==> src/rtl/core/frs_pkg.sv <==
// ----------------------------------------------------------------------------
// frs_pkg: shared types and constants of the frame reorder sorter
// Frame widths, store depth, the entry carried along the cell chain and the
// control word that the sequencer broadcasts to every cell.
// ----------------------------------------------------------------------------
package frs_pkg;

  localparam int MAX_FRAMES    = 32;
  localparam int PAYLOAD_BYTES = 3;
  localparam int SEQ_W         = 8;
  localparam int PAY_W         = 24;

  // Payload bits kept from the input field.
  localparam logic [PAY_W-1:0] PAY_MASK =
    (PAYLOAD_BYTES >= 3) ? {PAY_W{1'b1}} : PAY_W'((64'd1 << (8 * PAYLOAD_BYTES)) - 64'd1);

  typedef struct packed {
    logic             valid;
    logic [SEQ_W-1:0] seq;
    logic [PAY_W-1:0] pay;
  } entry_t;

  typedef struct packed {
    logic ins;    // insert the broadcast frame
    logic shift;  // move every entry one cell toward the head
    logic clr;    // empty the chain
  } cell_ctl_t;

endpackage

==> src/rtl/core/frs_cell.sv <==
// ----------------------------------------------------------------------------
// frs_cell: one insertion cell of the sorting chain
// Holds one frame. On insert it keeps its entry, takes the new frame, or takes
// its upstream neighbor's entry; on drain it takes its downstream neighbor's.
// ----------------------------------------------------------------------------
module frs_cell (
  input  logic              clk,
  input  logic              rst_n,
  input  frs_pkg::cell_ctl_t ctl,
  input  frs_pkg::entry_t   frm,
  input  frs_pkg::entry_t   prev_ent,
  input  logic              prev_take,
  input  frs_pkg::entry_t   next_ent,
  output frs_pkg::entry_t   ent,
  output logic              take
);

  logic                      valid_r, valid_nxt;
  logic [frs_pkg::SEQ_W-1:0] seq_r, seq_nxt;
  logic [frs_pkg::PAY_W-1:0] pay_r, pay_nxt;

  assign ent.valid = valid_r;
  assign ent.seq   = seq_r;
  assign ent.pay   = pay_r;

  // This cell gives way when it is empty or holds a strictly larger number,
  // so equal numbers stay ahead of the new frame.
  assign take = !valid_r || (seq_r > frm.seq);

  always_comb begin
    valid_nxt = valid_r;
    seq_nxt   = seq_r;
    pay_nxt   = pay_r;
    priority if (ctl.clr) begin
      valid_nxt = 1'b0;
    end else if (ctl.ins) begin
      if (prev_take) begin
        valid_nxt = prev_ent.valid;
        seq_nxt   = prev_ent.seq;
        pay_nxt   = prev_ent.pay;
      end else if (take) begin
        valid_nxt = frm.valid;
        seq_nxt   = frm.seq;
        pay_nxt   = frm.pay;
      end
    end else if (ctl.shift) begin
      valid_nxt = next_ent.valid;
      seq_nxt   = next_ent.seq;
      pay_nxt   = next_ent.pay;
    end else begin
      // Idle cycles hold the entry.
    end
  end

  always_ff @(posedge clk) begin
    if (!rst_n) begin
      valid_r <= 1'b0;
    end else begin
      valid_r <= valid_nxt;
    end
  end

  always_ff @(posedge clk) begin
    seq_r <= seq_nxt;
    pay_r <= pay_nxt;
  end

endmodule

==> src/rtl/core/frame_reorder_sorter.sv <==
// ----------------------------------------------------------------------------
// frame_reorder_sorter: sequence-number frame sort
// Collects a batch of frames into a chain of insertion cells kept in
// ascending sequence order and emits the sorted batch on the batch end frame.
// ----------------------------------------------------------------------------
//
//   Channel  Direction  Handshake            Payload
//   in_      input      in_valid/in_ready    in_sequence_number, in_payload,
//                                            in_batch_end
//   out_     output     out_valid/out_ready  out_sequence, out_payload,
//                                            out_overload, out_last
//
// A frame beat slots into its sorted place in the chain as soon as it is
// taken. After the batch end beat the chain drains through cell 0, one result
// beat per cycle while out_ready is high.
// An overloaded batch gives one result beat instead. Input waits while results
// are pending, and a stall on out_ready holds the chain and the result beat.
// Reset (rst_n low at a clock edge) empties the chain and clears the overflow.
//
module frame_reorder_sorter (
  input  logic                      clk,
  input  logic                      rst_n,
  input  logic                      in_valid,
  output logic                      in_ready,
  input  logic [frs_pkg::SEQ_W-1:0] in_sequence_number,
  input  logic [frs_pkg::PAY_W-1:0] in_payload,
  input  logic                      in_batch_end,
  output logic                      out_valid,
  input  logic                      out_ready,
  output logic [frs_pkg::SEQ_W-1:0] out_sequence,
  output logic [frs_pkg::PAY_W-1:0] out_payload,
  output logic                      out_overload,
  output logic                      out_last
);

  // Sequencer states: collecting frames, draining the sorted chain, and
  // presenting the single overload beat.
  typedef enum logic [2:0] {
    S_FILL  = 3'b001,
    S_DRAIN = 3'b010,
    S_OVLD  = 3'b100
  } state_t;

  state_t state_r, state_nxt;
  logic   ovf_r, ovf_nxt;

  frs_pkg::entry_t    ents [frs_pkg::MAX_FRAMES];
  logic               takes [frs_pkg::MAX_FRAMES];
  frs_pkg::entry_t    frm;
  frs_pkg::cell_ctl_t ctl;

  logic in_acc, out_acc, full;

  // The chain is full once its tail cell holds a frame.
  assign full     = ents[frs_pkg::MAX_FRAMES-1].valid;
  assign in_ready = (state_r == S_FILL);
  assign in_acc   = in_valid && in_ready;
  assign out_acc  = out_valid && out_ready;

  assign frm.valid = 1'b1;
  assign frm.seq   = in_sequence_number;
  assign frm.pay   = in_payload & frs_pkg::PAY_MASK;

  // Frames that arrive while the chain is full are dropped.
  assign ctl.ins   = in_acc && !full;
  assign ctl.shift = (state_r == S_DRAIN) && out_acc;
  assign ctl.clr   = (state_r == S_OVLD) && out_acc;

  // Row of cells: cell 0 is the head, it holds the smallest number.
  for (genvar i = 0; i < frs_pkg::MAX_FRAMES; i++) begin : g_cell
    frs_pkg::entry_t prev_ent, next_ent;
    logic            prev_take;

    if (i == 0) begin : g_head
      assign prev_ent  = '0;
      assign prev_take = 1'b0;
    end else begin : g_mid
      assign prev_ent  = ents[i-1];
      assign prev_take = takes[i-1];
    end

    if (i == frs_pkg::MAX_FRAMES - 1) begin : g_tail
      assign next_ent = '0;
    end else begin : g_body
      assign next_ent = ents[i+1];
    end

    frs_cell u_cell (
      .clk       (clk),
      .rst_n     (rst_n),
      .ctl       (ctl),
      .frm       (frm),
      .prev_ent  (prev_ent),
      .prev_take (prev_take),
      .next_ent  (next_ent),
      .ent       (ents[i]),
      .take      (takes[i])
    );
  end

  // Drain result beats come straight from the head cell.
  always_comb begin
    out_valid    = 1'b0;
    out_sequence = '0;
    out_payload  = '0;
    out_overload = 1'b0;
    out_last     = 1'b0;
    unique case (state_r)
      S_FILL: begin
      end
      S_DRAIN: begin
        out_valid    = 1'b1;
        out_sequence = ents[0].seq;
        out_payload  = ents[0].pay;
        out_last     = !ents[1].valid;
      end
      S_OVLD: begin
        out_valid    = 1'b1;
        out_overload = 1'b1;
        out_last     = 1'b1;
      end
      default: begin
      end
    endcase
  end

  always_comb begin
    state_nxt = state_r;
    ovf_nxt   = ovf_r;
    unique case (state_r)
      S_FILL: begin
        if (in_acc) begin
          if (full) begin
            ovf_nxt = 1'b1;
          end
          if (in_batch_end) begin
            state_nxt = (ovf_r || full) ? S_OVLD : S_DRAIN;
          end
        end
      end
      S_DRAIN: begin
        if (out_acc && out_last) begin
          state_nxt = S_FILL;
        end
      end
      S_OVLD: begin
        if (out_acc) begin
          state_nxt = S_FILL;
          ovf_nxt   = 1'b0;
        end
      end
      default: begin
        state_nxt = S_FILL;
      end
    endcase
  end

  always_ff @(posedge clk) begin
    if (!rst_n) begin
      state_r <= S_FILL;
      ovf_r   <= 1'b0;
    end else begin
      state_r <= state_nxt;
      ovf_r   <= ovf_nxt;
    end
  end

  // The head of the chain stays sorted: the first two held frames never step downward.
  a_sorted: assert property (@(posedge clk) disable iff (!rst_n)
    (ents[0].valid && ents[1].valid) |-> (ents[0].seq <= ents[1].seq))
    else $error("cell chain out of order");

  // A drain beat always has a frame in the head cell.
  a_drain_head: assert property (@(posedge clk) disable iff (!rst_n)
    (state_r == S_DRAIN) |-> ents[0].valid)
    else $error("drain with empty head cell");

  // The final beat of a batch leaves the chain empty and the overflow clear.
  a_batch_done: assert property (@(posedge clk) disable iff (!rst_n)
    (out_acc && out_last) |=> (!ents[0].valid && !ovf_r && in_ready))
    else $error("chain not empty after batch");

  // Input and output are never open in the same cycle.
  a_one_side: assert property (@(posedge clk) disable iff (!rst_n)
    !(in_ready && out_valid))
    else $error("input open while results pending");

endmodule

==> config.mk <==
export PLATFORM = sky130hd
export DESIGN_NAME = frame_reorder_sorter
export DESIGN_NICKNAME = d
export VERILOG_FILES = /design/src/rtl/core/frs_pkg.sv /design/src/rtl/core/frs_cell.sv /design/src/rtl/core/frame_reorder_sorter.sv
export SDC_FILE = /design/constraint.sdc
export NUM_CORES = 2
export LEC_CHECK = 0
export BUFFER_PORTS_ARGS = -buffer_cell sky130_fd_sc_hd__buf_2
export CORE_ASPECT_RATIO = 0.75
export CORE_MARGIN = 4
export CORE_UTILIZATION = 30
export CTS_CLUSTER_SIZE = 20
export DETAILED_ROUTE_END_ITERATION = 6
export PLACE_DENSITY = 0.54
export REMOVE_ABC_BUFFERS = 1
export SYNTH_ARGS = -nofsm -noshare
export SYNTH_HDL_FRONTEND = slang
export SYNTH_SLANG_ARGS = --single-unit
==> constraint.sdc <==
create_clock -name clk -period 3.9 [get_ports clk]
set_input_delay 0.195 -clock clk [delete_from_list [all_inputs] [get_ports clk]]
set_output_delay 0.195 -clock clk [all_outputs]
set_load 0.01 [all_outputs]
# Yosys cells after proc, flatten, opt, wreduce, memory -nomap -nowiden
# Index checks and enable logic that the tools add are counted.
# W data, S select, Z words.
dict set report totals {
  register_bits 1060
  input_bits 37
  out_inout_bits 36
}
dict set report op_classes {
  n_lt_le_gt_ge 32
  n_eq_ne 40
  muxes 396
  bitwise 2
  n_reduce_logical 141
}
# operator count
set ops {}
lappend ops {{$mux W24} 128}
lappend ops {{$mux W8} 128}
lappend ops {{$gt A8 B8 Y1} 32}
lappend ops {{$mux W1} 132}
lappend ops {{$reduce_and A3 Y1} 32}
lappend ops {{$ne A3 B1 Y1 const B} 31}
lappend ops {{$reduce_and A2 Y1} 32}
lappend ops {{$logic_or A1 B1 Y1} 33}
lappend ops {{$logic_not A1 Y1} 32}
lappend ops {{$mux W3} 5}
lappend ops {{$ne A2 B1 Y1 const B} 5}
lappend ops {{$pmux W3 S3} 1}
lappend ops {{$reduce_and A4 Y1} 2}
lappend ops {{$logic_and A1 B1 Y1} 6}
lappend ops {{$pmux W1 S2} 2}
lappend ops {{$reduce_bool A2 Y1} 2}
lappend ops {{$reduce_or A2 Y1} 2}
lappend ops {{$eq A3 B1 Y1 const B} 1}
lappend ops {{$eq A3 B2 Y1 const B} 1}
lappend ops {{$eq A3 B3 Y1 const B} 1}
lappend ops {{$ne A2 B2 Y1 const B} 1}
lappend ops {{$not A1 Y1} 2}

# Longest topological paths before layout
dict set report depth {
  word_depth 7
  mapped_depth 10
  mapped_depth_nobuf 8
}

# By module
# Synthesis repeated with hierarchy kept, for this count alone.
dict set report hier_totals {
  cells_unflattened 5990
  hier_area_um2 62800.2
}
# mod n_inst cells_each area_per_inst_um2 seq_area_each_um2
set by_module_without_submodules {}
lappend by_module_without_submodules {frs_cell 32 185 1946.9 980.9}
lappend by_module_without_submodules {frame_reorder_sorter 1 70 500.5 80.1}

# Worst setup path before layout
# No wires, ideal clock.
dict set report synth_path {
  path_kind {input-to-reg}
  from {in in_sequence_number[7] (netlist name)}
  to {reg g_cell[30].u_cell.pay_r[0] (netlist name) (enable)}
  setup_ns 0.432
  arrival_time_ns 3.846
  required_time_ns 3.468
  setup_slack_ns -0.378
  path_stages 8
  path_cell_list {inv_1 ha_1 nand4_1 nor2_1 o311ai_2 buf_2 inv_1 a21oi_1}
}
dict set report synth_via {
  elab_chain_len 4
  word_cells_on_any_way 6
}
# element line
set synth_rtl {}
lappend synth_rtl {{start: declaration} frame_reorder_sorter.sv:25} ;# input logic [frs_pkg::SEQ_W-1:0] in_sequence_number,
lappend synth_rtl {{$gt A8 B8 Y1} frs_cell.sv:28} ;# assign take = !valid_r || (seq_r > frm.seq);
lappend synth_rtl {{$logic_or A1 B1 Y1} frs_cell.sv:28}
lappend synth_rtl {{$ne A3 B1 Y1 (no source line) (*)} -}
lappend synth_rtl {{$reduce_and A3 Y1 (no source line) (*)} -}
lappend synth_rtl {{end signal: assignment} frs_cell.sv:65} ;# pay_r <= pay_nxt;
lappend synth_rtl {{end: declaration} frs_cell.sv:20} ;# logic [frs_pkg::PAY_W-1:0] pay_r, pay_nxt;
# Mark *: on every way between the ends. The rest lies on a longest branch, timed or not.
# A chain may end at the register's enable or synchronous reset.

# Worst setup path after layout
dict set report layout_path {
  from {reg state_r[2]}
  to {reg g_cell[28].u_cell.valid_r}
}
dict set report layout_via {
  elab_chain_len 7
  word_cells_on_any_way 15
}
# element line
set layout_rtl {}
lappend layout_rtl {{start: declaration} frame_reorder_sorter.sv:44} ;# state_t state_r, state_nxt;
lappend layout_rtl {{start signal: assignment} frame_reorder_sorter.sv:163} ;# state_r <= state_nxt;
lappend layout_rtl {{$eq A3 B2 Y1 / $eq A3 B3 Y1 (equally long branches)} {frame_reorder_sorter.sv:66, frame_reorder_sorter.sv:108, frame_reorder_sorter.sv:67}}
lappend layout_rtl {{$reduce_or A2 Y1 (no source line)} -}
lappend layout_rtl {{$mux W1} frame_reorder_sorter.sv:108} ;# unique case (state_r)
lappend layout_rtl {{$logic_and A1 B1 Y1} frame_reorder_sorter.sv:58} ;# assign out_acc = out_valid && out_ready;
lappend layout_rtl {{$logic_and A1 B1 Y1} frame_reorder_sorter.sv:66} ;# assign ctl.shift = (state_r == S_DRAIN) && out_acc;
lappend layout_rtl {{$reduce_bool A2 Y1 (no source line)} -}
lappend layout_rtl {{$reduce_and A2 Y1 (no source line)} -}
lappend layout_rtl {{end signal: assignment} frs_cell.sv:59} ;# valid_r <= valid_nxt;
lappend layout_rtl {{end: declaration} frs_cell.sv:18} ;# logic valid_r, valid_nxt;
# Several ways; a longest one is shown, not always the timed one.

==> impl_metrics.tcl <==
set metrics [dict create \
    synthArstFlopShare_pct 0 \
    via_per_inst 5.55 \
    pwr_density_cell_mw_per_mm2 671 \
    yosys.area.top_type "edfxtp_1" \
    max_stage_delay_ns 0.90 \
    ys_seq_area_share_pct 52.7 \
    post_synth_num_cell_types 53 \
    drt_iter0_drc 5003 \
    syn_to_final_growth_pct 12.0 \
    route.detailed.drc 0 \
    grt_max_degree 211 \
    crit-reg2reg-launch "state_r[2]" \
    syn_area_mm2 0.0598 \
    crit_cells 7 \
    wl_per_cell_um 22.9 \
    synth_commonest_cells "edfxtp_1, nand2_1, a21oi_1" \
    ys_ff_latch 1060 \
    start_util_pct 30.2 \
    ctsResizeCount 0 \
    arrival_ns 3.95 \
    cts.clk_slew.worst_paths_ns 0.07 \
    yosysMostFrequentCell "edfxtp_1" \
    grt_pass1_vias 47400 \
    clkLatencyLatePin_ns 0.73 \
    crit_slowest_cell "a21oi_4" \
    drive_gt1_share_pct 8.19 \
    period_share_pct 85.5 \
    rsz0062_at_grt "false" \
    syn_area_per_cell_um2 9.81 \
    synth_edf_count 1024 \
    worstPathRequired_ns 4.51 \
    final_cells 8645 \
    htree_num_levels 3 \
    critPathCaptureType "register" \
    io_pins 73 \
    min_path_type "in2reg" \
    die_area_mm2 0.206 \
    cts_sinks 1060 \
    rr_endpoint "g_cell[28].u_cell.valid_r" \
    ir_worst_vdd_mv 0.432 \
    finalHoldViolCount 0 \
    synth_flop_cell "edfxtp_1" \
    worstPathMaxFanout 27 \
    cp_top_family "compound AO/OA/AOI/OAI gates" \
    synth_top_area_share_pct 51.5 \
    yosysWarningCount 0 \
    core_area_mm2 0.198 \
    post_cts_buffers 0 \
    drtAntennaViolNets 0 \
    dp_hpwl_um 131000 \
    dieHeight_um 395 \
    p_leak_nw 24.6 \
    place_inst 8441 \
    fin_nets 6193 \
    fmax_ghz 0.300 \
    routed_wl_um 198000 \
    cts_buffer_depth 3 \
    status "finished clean" \
    first_pass_iters 6 \
    ys_top_cells_by_area "edfxtp_1, mux2i_1, a21oi_1" \
    grt_use_total_pct 18.5 \
    worstSetupEndpoint "g_cell[28].u_cell.valid_r" \
    reg2regPathDepth 7 \
    reg2reg_slack_ns 0.56 \
    startpoint "state_r[2]" \
    clockRootBuffer "clkbuf_16" \
    finalSetupViolations 0 \
    max-cap-violations 0 \
    grt_pass1_wl_um 299000 \
    fin_tns_setup_ns 0 \
    cts_tree "done" \
    path_buf_inv 3 \
    gr-total-overflow 0 \
    numCtsBuffers 106 \
    hold_ws_ns 0.0711 \
    tightest_slew_ns 1.26 \
    vias 47900 \
    fin_worst_skew_ns 0.0329 \
    antenna_found_initial 12 \
    slew_headroom_pct 15.7 \
    die_w_um 523 \
    worstSetupPathType "reg2reg" \
    p_total_w 0.0449 \
    row_count 141 \
    synth_cells 6095 \
    path_cells "nor3b_4 -> and3b_4 -> a21oi_4 -> buf_12 -> clkinv_2 -> buf_4 -> a311oi_1" \
    gp_congestion 0.849 \
    slew_viol_final 0 \
    period_needed_ns 3.34 \
    start_kind "register" \
    portBuffers 72 \
]
cell families after synthesis:
kind of cell / after synthesis / share of synthesized area (%)
mux: 495 / 8.35
fa+ha+maj: 248 / 5.19
simple gates: 1886 / 13.2
flops: 1060 / 52.7
compound gates: 1777 / 16.1
buf+inv: 629 / 4.50
metal layers:
layer	global-route usage, %	vias up	routed length, um
met4	4.06	10	4120
met5	0	-	60
li1	-	21800	-
met3	3.34	254	16300
met2	27.5	1803	85100
met1	27.7	24100	92300
power breakdown:
part	leakage, nW	internal, W	switching, W
clock network	1.63	0.00569	0.00473
logic	12.9	0.00497	0.00981
registers	10.1	0.0174	0.00234
total	24.6	0.0280	0.0169
placed cells by master (no fill, tap or decap), types with 27 or more instances in the layout:
cell / netlist / layout
mux2_2: 27 / 27
mux2i_1: 468 / 468
ha_1: 248 / 248
dfxtp_1: 36 / 36
nand4_1: 34 / 34
o211ai_1: 68 / 68
a21oi_1: 873 / 862
o21ai_0: 541 / 541
inv_1: 79 / 71
buf_12: 0 / 39
nor2_1: 567 / 565
buf_2: 220 / 71
clkbuf_16: 0 / 108
nand3_1: 91 / 90
buf_4: 6 / 140
nand2_1: 988 / 987
edfxtp_1: 1024 / 1024
and3_1: 49 / 49
nand3b_1: 52 / 52
clkbuf_1: 310 / 35
or3_1: 27 / 27
a31oi_1: 154 / 136
and2_1: 37 / 35
what timing repair did:
action | in CTS | in global routing
hold endpoints to repair | 4 | 0
setup endpoints to repair | 0 | 0
hold buffers | 4 | 0
worst register-to-register path, delay by kind of cell, from the launching register on:
family          cells  cell delay [ns]
flops               1             0.47
simple gates        2             0.46
compound gates      2             1.24
buf+inv             3             1.08
how the worst min path moves through the flow:
| stage | slack [ns] | from | cells past startpoint | endpoint |
|---|---|---|---|---|
| global route | 0.05 | in_payload[23] | 3 | g_cell[1].u_cell.pay_r[23] |
| floorplan | 0.27 | rst_n | 1 | state_r[0] |
| global placement | 0.42 | rst_n | 2 | state_r[0] |
| CTS | 0.008 | in_payload[23] | 3 | g_cell[1].u_cell.pay_r[23] |
| finish | 0.07 | in_payload[23] | 3 | g_cell[1].u_cell.pay_r[23] |
| detailed placement | 0.43 | rst_n | 2 | state_r[0] |
state kept, by name, summed over array words and instances, names as in the netlist:
name,flops
g_cell.u_cell.valid_r,32
state_r,3
g_cell.u_cell.pay_r,768
ovf_r,1
g_cell.u_cell.seq_r,256
through the flow:
stage | instance area (um2) | util [%] | worst slack, ns
6_report | 66900 | 33.9 | 0.565
5_1_grt | 66900 | 33.9 | 0.414
4_1_cts | 66900 | 33.9 | 0.575
3_5_place_dp | 63500 | 32.2 | 0.572
3_3_place_gp | 63500 | 32.2 | 0.563
2_1_floorplan | 57400 | - | -24.57
final cells by class:
cell class | count | area, um2
fill | 20300 | 131000
sequential | 1060 | 31500
timing repair buffer | 254 | 2230
tap | 2645 | 3310
inverter | 80 | 302
multi-input combinational | 4406 | 26300
clock buffer | 146 | 2880
antenna | 4 | 10.0
clock inverter | 50 | 475
Power figures use the tool's default switching activity.
